## config.mk

```make
export PLATFORM = sky130hd
export DESIGN_NAME = indexed_deque_store
export DESIGN_NICKNAME = d
export VERILOG_FILES = /design/src/rtl/core/ids_pkg.sv /design/src/rtl/core/ids_cell.sv /design/src/rtl/core/indexed_deque_store.sv
export SDC_FILE = /design/constraint.sdc
export NUM_CORES = 2
export LEC_CHECK = 0
export BUFFER_PORTS_ARGS = -buffer_cell sky130_fd_sc_hd__buf_2
export CORE_UTILIZATION = 30
export CTS_BUF_LIST = sky130_fd_sc_hd__clkbuf_2 sky130_fd_sc_hd__clkbuf_4 sky130_fd_sc_hd__clkbuf_8
export CTS_CLUSTER_SIZE = 30
export DETAILED_ROUTE_END_ITERATION = 10
export GPL_TIMING_DRIVEN = 1
export PLACE_DENSITY = 0.43
export SYNTH_ARGS = -nofsm -noshare
export SYNTH_HDL_FRONTEND = slang
export SYNTH_SLANG_ARGS = --single-unit
```

## constraint.sdc

```tcl
create_clock -name i_clk -period 18.6 [get_ports i_clk]
set_input_delay 3.72 -clock i_clk [delete_from_list [all_inputs] [get_ports i_clk]]
set_output_delay 3.72 -clock i_clk [all_outputs]
set_load 0.05 [all_outputs]
```

## src/rtl/core/ids_pkg.sv

```systemverilog
// ----------------------------------------------------------------------------
// ids_pkg - shared types and constants of the indexed deque store
// Operation codes, status codes, cell modes and the fixed field widths of
// the request and response beats.
// ----------------------------------------------------------------------------
package ids_pkg;

    // Default sizes of the store
    localparam int DEPTH_DEF    = 64;
    localparam int ID_WIDTH_DEF = 16;

    // Fixed field widths of the stream beats
    localparam int OP_W    = 3;
    localparam int POS_W   = 8;
    localparam int ITEM_W  = 16;
    localparam int STAT_W  = 2;
    localparam int FOUND_W = 7;
    localparam int OCC_W   = 7;
    localparam int IN_DATA_W  = 24;
    localparam int OUT_DATA_W = 32;

    // Request operations
    typedef enum logic [OP_W-1:0] {
        OP_PUSH_FRONT = 3'd0,
        OP_PUSH_BACK  = 3'd1,
        OP_POP_FRONT  = 3'd2,
        OP_POP_BACK   = 3'd3,
        OP_INSERT     = 3'd4,
        OP_REMOVE     = 3'd5,
        OP_READ       = 3'd6,
        OP_FIND       = 3'd7
    } t_op;

    // Response status
    localparam logic [STAT_W-1:0] ST_OK   = 2'd0;
    localparam logic [STAT_W-1:0] ST_MISS = 2'd1;
    localparam logic [STAT_W-1:0] ST_FULL = 2'd2;

    // Position reported when nothing was found
    localparam logic [FOUND_W-1:0] NONE_POS = 7'h7F;

    // Per-cycle action broadcast to the cell chain
    typedef enum logic [1:0] {
        MD_HOLD  = 2'd0,
        MD_OPEN  = 2'd1,   // cells above the index take the left neighbor
        MD_CLOSE = 2'd2    // cells at and above the index take the right neighbor
    } t_mode;

endpackage

```

## src/rtl/core/ids_cell.sv

```systemverilog
// ----------------------------------------------------------------------------
// ids_cell - one entry of the deque cell chain
// Holds one identifier, shifts toward the back to open a gap or toward the
// front to close one, and compares its entry against the search key.
// ----------------------------------------------------------------------------
module ids_cell #(
    parameter int ID_WIDTH = ids_pkg::ID_WIDTH_DEF,
    parameter int IDX_W    = 6,
    parameter int CNT_W    = 7,
    parameter int CELL_IDX = 0
) (
    input  logic                 i_clk,
    input  ids_pkg::t_mode       i_mode,
    input  logic [IDX_W-1:0]     i_idx,
    input  logic [ID_WIDTH-1:0]  i_id,
    input  logic [CNT_W-1:0]     i_cnt,
    input  logic [ID_WIDTH-1:0]  i_left,
    input  logic [ID_WIDTH-1:0]  i_right,
    output logic [ID_WIDTH-1:0]  o_val,
    output logic                 o_match
);

    logic [ID_WIDTH-1:0] r_val;
    logic                w_above;
    logic                w_at;

    assign w_above = IDX_W'(CELL_IDX) > i_idx;
    assign w_at    = IDX_W'(CELL_IDX) == i_idx;

    // Load, shift or hold the entry
    always_ff @(posedge i_clk) begin
        case (i_mode)
            ids_pkg::MD_OPEN: begin
                if (w_above) begin
                    r_val <= i_left;
                end else if (w_at) begin
                    r_val <= i_id;
                end
            end
            ids_pkg::MD_CLOSE: begin
                if (w_above || w_at) begin
                    r_val <= i_right;
                end
            end
            default: begin
                r_val <= r_val;
            end
        endcase
    end

    assign o_val   = r_val;
    // Match only occupied entries
    assign o_match = (r_val == i_id) && (CNT_W'(CELL_IDX) < i_cnt);

endmodule

```

## src/rtl/core/indexed_deque_store.sv

```systemverilog
// ----------------------------------------------------------------------------
// indexed_deque_store - ordered list of identifiers with deque and indexed access
// A chain of cells holds the list and resolves every request.
// ----------------------------------------------------------------------------
// Usage:
//   Requests arrive on the s_axis channel: the operation in tuser, the signed
//   position and the identifier in tdata. Every request beat gives exactly one
//   response beat on m_axis with status, item, found position and occupancy.
//   The response is registered on the edge that accepts the request, and
//   throughput is one request per cycle while responses are taken;
//   every entry shifts in the same cycle through the cell chain, and
//   the read select and first-match search span all cells in that cycle.
//   When the receiver stalls, the response register holds and s_axis_tready
//   drops until the response is taken; the list does not change meanwhile.
//   Reset empties the list (occupancy zero) and clears the response valid;
//   the cell contents are not cleared and are never shown while unoccupied.
//   Errors (empty list, position out of range, not found, full) leave the
//   list unchanged and report a nonzero status with a zero item.
// ----------------------------------------------------------------------------
module indexed_deque_store #(
    parameter int DEPTH    = ids_pkg::DEPTH_DEF,
    parameter int ID_WIDTH = ids_pkg::ID_WIDTH_DEF
) (
    input  logic                              i_clk,
    input  logic                              i_rst_n,
    input  logic                              s_axis_tvalid,
    output logic                              s_axis_tready,
    // [7:0] position, [23:8] item_id
    input  logic [ids_pkg::IN_DATA_W-1:0]     s_axis_tdata,
    // [2:0] op
    input  logic [ids_pkg::OP_W-1:0]          s_axis_tuser,
    output logic                              m_axis_tvalid,
    input  logic                              m_axis_tready,
    // [1:0] status, [17:2] item_out, [24:18] found_at, [31:25] occupancy
    output logic [ids_pkg::OUT_DATA_W-1:0]    m_axis_tdata
);

    localparam int IDX_W = (DEPTH > 1) ? $clog2(DEPTH) : 1;
    localparam int CNT_W = $clog2(DEPTH + 1);
    localparam int PW    = ((CNT_W > ids_pkg::POS_W) ? CNT_W : ids_pkg::POS_W) + 2;

    // Request fields
    logic                             w_acc;
    ids_pkg::t_op                     w_op;
    logic signed [ids_pkg::POS_W-1:0] w_pos;
    logic [ids_pkg::ITEM_W-1:0]       w_item_in;
    logic [ID_WIDTH-1:0]              w_id;

    // List state
    logic [CNT_W-1:0]                 r_count;
    logic [CNT_W-1:0]                 n_count;
    logic [ID_WIDTH-1:0]              w_vals [DEPTH];
    logic [DEPTH-1:0]                 w_match;

    // Control to the chain
    ids_pkg::t_mode                   w_mode;
    ids_pkg::t_mode                   w_mode_q;
    logic [IDX_W-1:0]                 w_idx;

    // Position resolution
    logic signed [PW-1:0]             w_ps;
    logic signed [PW-1:0]             w_ns;
    logic                             w_full;
    logic                             w_empty;
    logic                             w_ins_ok;
    logic [IDX_W-1:0]                 w_ins_idx;
    logic                             w_ent_ok;
    logic [IDX_W-1:0]                 w_ent_idx;
    logic                             w_hit;
    logic [IDX_W-1:0]                 w_hit_idx;

    // Response
    logic                             w_take;
    logic [ID_WIDTH-1:0]              w_sel_val;
    logic [ids_pkg::ITEM_W-1:0]       w_item_out;
    logic [ids_pkg::STAT_W-1:0]       w_status;
    logic [ids_pkg::FOUND_W-1:0]      w_found;
    logic                             r_ovalid;
    logic [ids_pkg::STAT_W-1:0]       r_status;
    logic [ids_pkg::ITEM_W-1:0]       r_item;
    logic [ids_pkg::FOUND_W-1:0]      r_found;
    logic [ids_pkg::OCC_W-1:0]        r_occ;

    // Unpack the request beat
    assign w_acc     = s_axis_tvalid && s_axis_tready;
    assign w_op      = ids_pkg::t_op'(s_axis_tuser);
    assign w_pos     = signed'(s_axis_tdata[ids_pkg::POS_W-1:0]);
    assign w_item_in = s_axis_tdata[ids_pkg::POS_W +: ids_pkg::ITEM_W];

    // Fit the identifier to the stored width
    always_comb begin
        w_id = '0;
        for (int b = 0; b < ID_WIDTH; b++) begin
            if (b < ids_pkg::ITEM_W) begin
                w_id[b] = w_item_in[b];
            end
        end
    end

    // Resolve signed positions against the occupancy
    assign w_ps    = PW'(w_pos);
    assign w_ns    = signed'(PW'(r_count));
    assign w_full  = r_count == CNT_W'(DEPTH);
    assign w_empty = r_count == '0;

    always_comb begin
        w_ins_ok  = 1'b0;
        w_ins_idx = '0;
        if (w_ps >= 0 && w_ps <= w_ns) begin
            w_ins_ok  = 1'b1;
            w_ins_idx = w_ps[IDX_W-1:0];
        end else if (w_ps < 0 && w_ps >= -w_ns - PW'(1)) begin
            w_ins_ok  = 1'b1;
            w_ins_idx = IDX_W'(w_ns + PW'(1) + w_ps);
        end
    end

    always_comb begin
        w_ent_ok  = 1'b0;
        w_ent_idx = '0;
        if (w_ps >= 0 && w_ps < w_ns) begin
            w_ent_ok  = 1'b1;
            w_ent_idx = w_ps[IDX_W-1:0];
        end else if (w_ps < 0 && w_ps >= -w_ns) begin
            w_ent_ok  = 1'b1;
            w_ent_idx = IDX_W'(w_ns + w_ps);
        end
    end

    // Find the first occupied match
    always_comb begin
        w_hit     = 1'b0;
        w_hit_idx = '0;
        for (int i = DEPTH - 1; i >= 0; i--) begin
            if (w_match[i]) begin
                w_hit     = 1'b1;
                w_hit_idx = IDX_W'(i);
            end
        end
    end

    // Decode the operation into a chain action and a response
    always_comb begin
        w_mode   = ids_pkg::MD_HOLD;
        w_idx    = '0;
        n_count  = r_count;
        w_status = ids_pkg::ST_OK;
        w_take   = 1'b0;
        w_found  = ids_pkg::NONE_POS;
        unique case (w_op)
            ids_pkg::OP_PUSH_FRONT, ids_pkg::OP_PUSH_BACK: begin
                if (w_full) begin
                    w_status = ids_pkg::ST_FULL;
                end else begin
                    w_mode  = ids_pkg::MD_OPEN;
                    w_idx   = (w_op == ids_pkg::OP_PUSH_FRONT) ? '0 : r_count[IDX_W-1:0];
                    n_count = r_count + CNT_W'(1);
                end
            end
            ids_pkg::OP_POP_FRONT, ids_pkg::OP_POP_BACK: begin
                if (w_empty) begin
                    w_status = ids_pkg::ST_MISS;
                end else begin
                    w_mode  = ids_pkg::MD_CLOSE;
                    w_idx   = (w_op == ids_pkg::OP_POP_FRONT) ? '0 :
                              IDX_W'(r_count - CNT_W'(1));
                    w_take  = 1'b1;
                    n_count = r_count - CNT_W'(1);
                end
            end
            ids_pkg::OP_INSERT: begin
                if (w_full) begin
                    w_status = ids_pkg::ST_FULL;
                end else if (!w_ins_ok) begin
                    w_status = ids_pkg::ST_MISS;
                end else begin
                    w_mode  = ids_pkg::MD_OPEN;
                    w_idx   = w_ins_idx;
                    n_count = r_count + CNT_W'(1);
                end
            end
            ids_pkg::OP_REMOVE, ids_pkg::OP_READ: begin
                w_idx = w_ent_idx;
                if (!w_ent_ok) begin
                    w_status = ids_pkg::ST_MISS;
                end else begin
                    w_take = 1'b1;
                    if (w_op == ids_pkg::OP_REMOVE) begin
                        w_mode  = ids_pkg::MD_CLOSE;
                        n_count = r_count - CNT_W'(1);
                    end
                end
            end
            ids_pkg::OP_FIND: begin
                if (w_hit) begin
                    w_found = ids_pkg::FOUND_W'(w_hit_idx);
                end else begin
                    w_status = ids_pkg::ST_MISS;
                end
            end
            default: begin
                w_status = ids_pkg::ST_MISS;
            end
        endcase
    end

    // Act on the chain only for an accepted beat
    assign w_mode_q = w_acc ? w_mode : ids_pkg::MD_HOLD;

    // Cell chain: one entry per cell, front at cell zero
    for (genvar g = 0; g < DEPTH; g++) begin : g_cell
        logic [ID_WIDTH-1:0] w_left;
        logic [ID_WIDTH-1:0] w_right;

        if (g == 0) begin : g_front
            assign w_left = '0;
        end else begin : g_inner_l
            assign w_left = w_vals[g-1];
        end
        if (g == DEPTH - 1) begin : g_back
            assign w_right = '0;
        end else begin : g_inner_r
            assign w_right = w_vals[g+1];
        end

        ids_cell #(
            .ID_WIDTH (ID_WIDTH),
            .IDX_W    (IDX_W),
            .CNT_W    (CNT_W),
            .CELL_IDX (g)
        ) u_cell (
            .i_clk   (i_clk),
            .i_mode  (w_mode_q),
            .i_idx   (w_idx),
            .i_id    (w_id),
            .i_cnt   (r_count),
            .i_left  (w_left),
            .i_right (w_right),
            .o_val   (w_vals[g]),
            .o_match (w_match[g])
        );
    end

    // Select the entry leaving or read, fitted to the item field
    assign w_sel_val = w_vals[w_idx];
    always_comb begin
        w_item_out = '0;
        for (int b = 0; b < ids_pkg::ITEM_W; b++) begin
            if (b < ID_WIDTH) begin
                w_item_out[b] = w_take & w_sel_val[b];
            end
        end
    end

    // Occupancy and response valid
    always_ff @(posedge i_clk) begin
        if (!i_rst_n) begin
            r_count  <= '0;
            r_ovalid <= 1'b0;
        end else begin
            if (w_acc) begin
                r_count  <= n_count;
                r_ovalid <= 1'b1;
            end else if (m_axis_tready) begin
                r_ovalid <= 1'b0;
            end
        end
    end

    // Capture the response payload
    always_ff @(posedge i_clk) begin
        if (w_acc) begin
            r_status <= w_status;
            r_item   <= w_item_out;
            r_found  <= w_found;
            r_occ    <= ids_pkg::OCC_W'(n_count);
        end
    end

    assign s_axis_tready = !r_ovalid || m_axis_tready;
    assign m_axis_tvalid = r_ovalid;
    assign m_axis_tdata  = {r_occ, r_found, r_item, r_status};

    // Occupancy never passes the capacity
    a_count_range: assert property (@(posedge i_clk) disable iff (!i_rst_n)
        r_count <= CNT_W'(DEPTH))
        else $error("occupancy above capacity");

    // A push into a list with room grows it by one
    a_push_grows: assert property (@(posedge i_clk) disable iff (!i_rst_n)
        (w_acc && !w_full &&
         (w_op == ids_pkg::OP_PUSH_FRONT || w_op == ids_pkg::OP_PUSH_BACK))
        |=> r_count == $past(r_count) + CNT_W'(1))
        else $error("push did not grow the list");

    // An error response carries no item and leaves the list size alone
    a_err_clean: assert property (@(posedge i_clk) disable iff (!i_rst_n)
        (w_acc && w_status != ids_pkg::ST_OK)
        |=> (r_item == '0) && (r_count == $past(r_count)))
        else $error("error response changed state or carried an item");

    // Every accepted request leaves a response pending
    a_resp_after_acc: assert property (@(posedge i_clk) disable iff (!i_rst_n)
        w_acc |=> r_ovalid)
        else $error("accepted request produced no response");

endmodule

```

==> flow_summary.yaml <==
worst_setup_path:
  endpoint_kind: "flop"
  crit_chain: "buf_2 -> ha_1 -> o211ai_1 -> a21oi_1 -> o21ai_1 -> buf_4 -> o21a_4 -> a2111oi_1 -> and2_4 -> buf_12 -> buf_4 -> nor2_8 -> nor2_1 -> nand2_1 -> o21bai_2"
  reg2regPathDepth: 19
  crit_fanout: 123
  slowest_delay_ns: 1.14
  cp.required_ns: 19.18
  r2r_slack_ns: 8.87
  critPathArrivalTime_ns: 10.44
  cp_slowest_cell: "o21bai_2"
  critPathKind: "input pin to flop"
  cpMostUsedCell: "buf_4"
  crit_path_start_kind: "input pin"
floorplan:
  core_um2: 260000
  die_y_um: 515
  die_w_um: 515
  pin_count: 65
  rows: 187
  start_util_pct: 30.3
  die-area_um2: 265000
final_layout:
  most-common-layout-cells: "nand2_1 (1,962), mux2i_1 (1,135), o21ai_0 (1,071), edfxtp_1 (1,056), xor2_1 (532)"
  final_common_cell: "nand2_1"
  fillers: 27295
  area_growth_pct: 9.97
  nNetsFinal: 8568
  drive_gt1_share_pct: 9.07
cts:
  cts.path.max_buffers: 4
  clk_pin_slew_ns: 0.06
  cts_tree: "yes"
  cts_setup_buffers: 0
  numCtsBuffers: 218
  htreeDepth: 4
  holdBufCountCts: 0
  clock_sinks: 1064
  cts-root-buf: "clkbuf_8"
  cts_resized: 0
  clock_latency_ns: 1.07
outcome:
  outcome: "complete, but fails checks"
  violations: "capacitance limit, slew limit"
synth:
  yosys.cell_types.count: 98
  syn_area_um2: 78900
  async_flop_share_pct: 0
  synthSimpleGateAreaFrac_pct: 16.6
  ys.flop_type: "edfxtp_1"
  synth_cells: 8750
  synth_area_per_cell_um2: 9.01
  yosys_warnings: 0
  muxShareOfSynthArea_pct: 14.7
  syn-num-nets: 8818
  synth_xor_xnor_area_share_pct: 11.6
  ys_seq_area_share_pct: 40.4
  synthAdderAreaFrac_pct: 0.606
  synth_edf_count: 1056
  synth_top_family_by_area: "simple AND/OR/NAND/NOR gates"
  synth_compound_area_share_pct: 11.8
  ys_ff_latch: 1064
global_route:
  antenna_found_initial: 30
  grt_pass1_vias: 67654
  grt-ovfl-total: 0
  grtUsageTotal_pct: 28.9
  grt_pass1_wl_um: 551000
  grt_max_degree: 281
routing:
  wl_per_cell_um: 32.3
  firstDrtPassIters: 6
  drt_wl_total_um: 394000
  viasPerCell: 5.83
  num_vias: 70966
  drt-initial-drc-count: 9756
  drc: 0
  drtAntennaViolNets: 0
power:
  p_leak_uw: 0.0309
  p_per_area_nw_per_um2: 104
  peakVddDrop_mv: 0.0653
timing:
  fin_crit_ns: 9.86
  setup_viol: 0
  layout_setup_ws_ns: 8.74
  clock.fmax_mhz: 101
  hold_viol: 0
  worstMarginPinSlew_ns: 1.61
  skew_ns: 0.127
  timing.final.crit_share_pct: 53.0
  drv_slew: 11
  max-slew-margin-rel_pct: -8.72
  fin_setup_tns_ns: 0
  hold_ws_ns: 0.538
  rsz0062_at_grt: "false"
placed_design:
  dpl.hpwl_um: 272000
  place_ws_ns: 8.07
  numPortBuffers: 64
  place.gp.congestion: 0.948
flow_run:
  cap_violations: 3
worst_hold_path:
  hold_depth: 2
  hold_class: "flop to flop"
==> synthesized netlist by cell type, drive strengths merged, types with 36 or more instances <==
cell type	number	share of area [%]
edfxtp	1056	40
o22ai	36	0.29
a31oi	51	0.44
clkbuf	426	2.0
nor4	157	1.3
nand3	390	2.5
nand4	150	1.2
nor2	166	0.91
a21oi	227	1.5
nor3	82	0.54
o21ai	1118	7.1
buf	340	2.2
mux2i	1135	14
nand2	1973	9.4
xor2	532	5.9
xnor2	510	5.7
==> per-layer routing <==
metal  GRT usage [%]  part of all wire [%]  vias to the layer above
met5               0                 0.033                        -
met4            13.9                   5.3                       18
met3            4.99                   8.4                      748
met2            44.3                    44                     3734
met1            39.2                    42                    35729
li1                -                     -                    30737
==> layout make-up <==
class	count	area, µm²	area share [%]
sequential	1064	31900	36.7
inverter	37	139	0.160
tap	3496	4370	5.04
clock inverter	73	393	0.453
clock buffer	310	3710	4.28
multi-input combinational	6883	43800	50.5
timing repair buffer	296	2360	2.72
antenna	18	45.0	0.0519
==> cells by family (layout without fill, tap and decap cells) <==
group	Yosys count	count (layout)
buffers and inverters	803	716
adders and majority gates	37	37
AOI/OAI and AO/OA	1648	1648
xor gates and xnor gates	1042	1042
and+or+nand+nor	3002	3002
other	0	18
DFF	1064	1064
muxes	1154	1154
==> flip-flops by register name (all words and copies together) (netlist names) <==
| register | count |
|---|---|
| g_cell.u_cell.o_val | 1024 |
| m_axis_tvalid | 1 |
| r_count | 7 |
| r_found | 7 |
| r_item | 16 |
| r_occ | 7 |
| r_status | 2 |
==> worst paths after layout <==
check,start,end
setup / recovery,s_axis_tdata[2],g_cell[10].u_cell.o_val[4]
hold / removal,m_axis_tvalid,m_axis_tvalid
setup reg to reg,r_count[1],g_cell[10].u_cell.o_val[4]
hold reg to reg,m_axis_tvalid,m_axis_tvalid
==> power by group <==
part           switching [µW]  internal (µW)
clock network            1210           1300
registers                 478           3100
logic                    2040            930
==> metrics by stage <==
step	cells	total power [µW]	area [µm²]	utilization, %
after floorplan	8750	5200	78900	-
after global placement	11775	6470	82600	31.7
after detailed placement	11776	6490	82600	31.7
after CTS	12159	8990	86700	33.3
after global routing	12170	9320	86700	33.3
final	12177	9050	86700	33.3
==> critical path: cells and delay by family <==
| family | cells | cell delay, ns |
|---|---|---|
| AOI/OAI and AO/OA | 6 | 2.64 |
| adders and majority gates | 1 | 0.52 |
| buffers and inverters | 4 | 1.35 |
| and+or+nand+nor | 4 | 1.57 |
No activity file was read; power rests on OpenSTA's default activity.
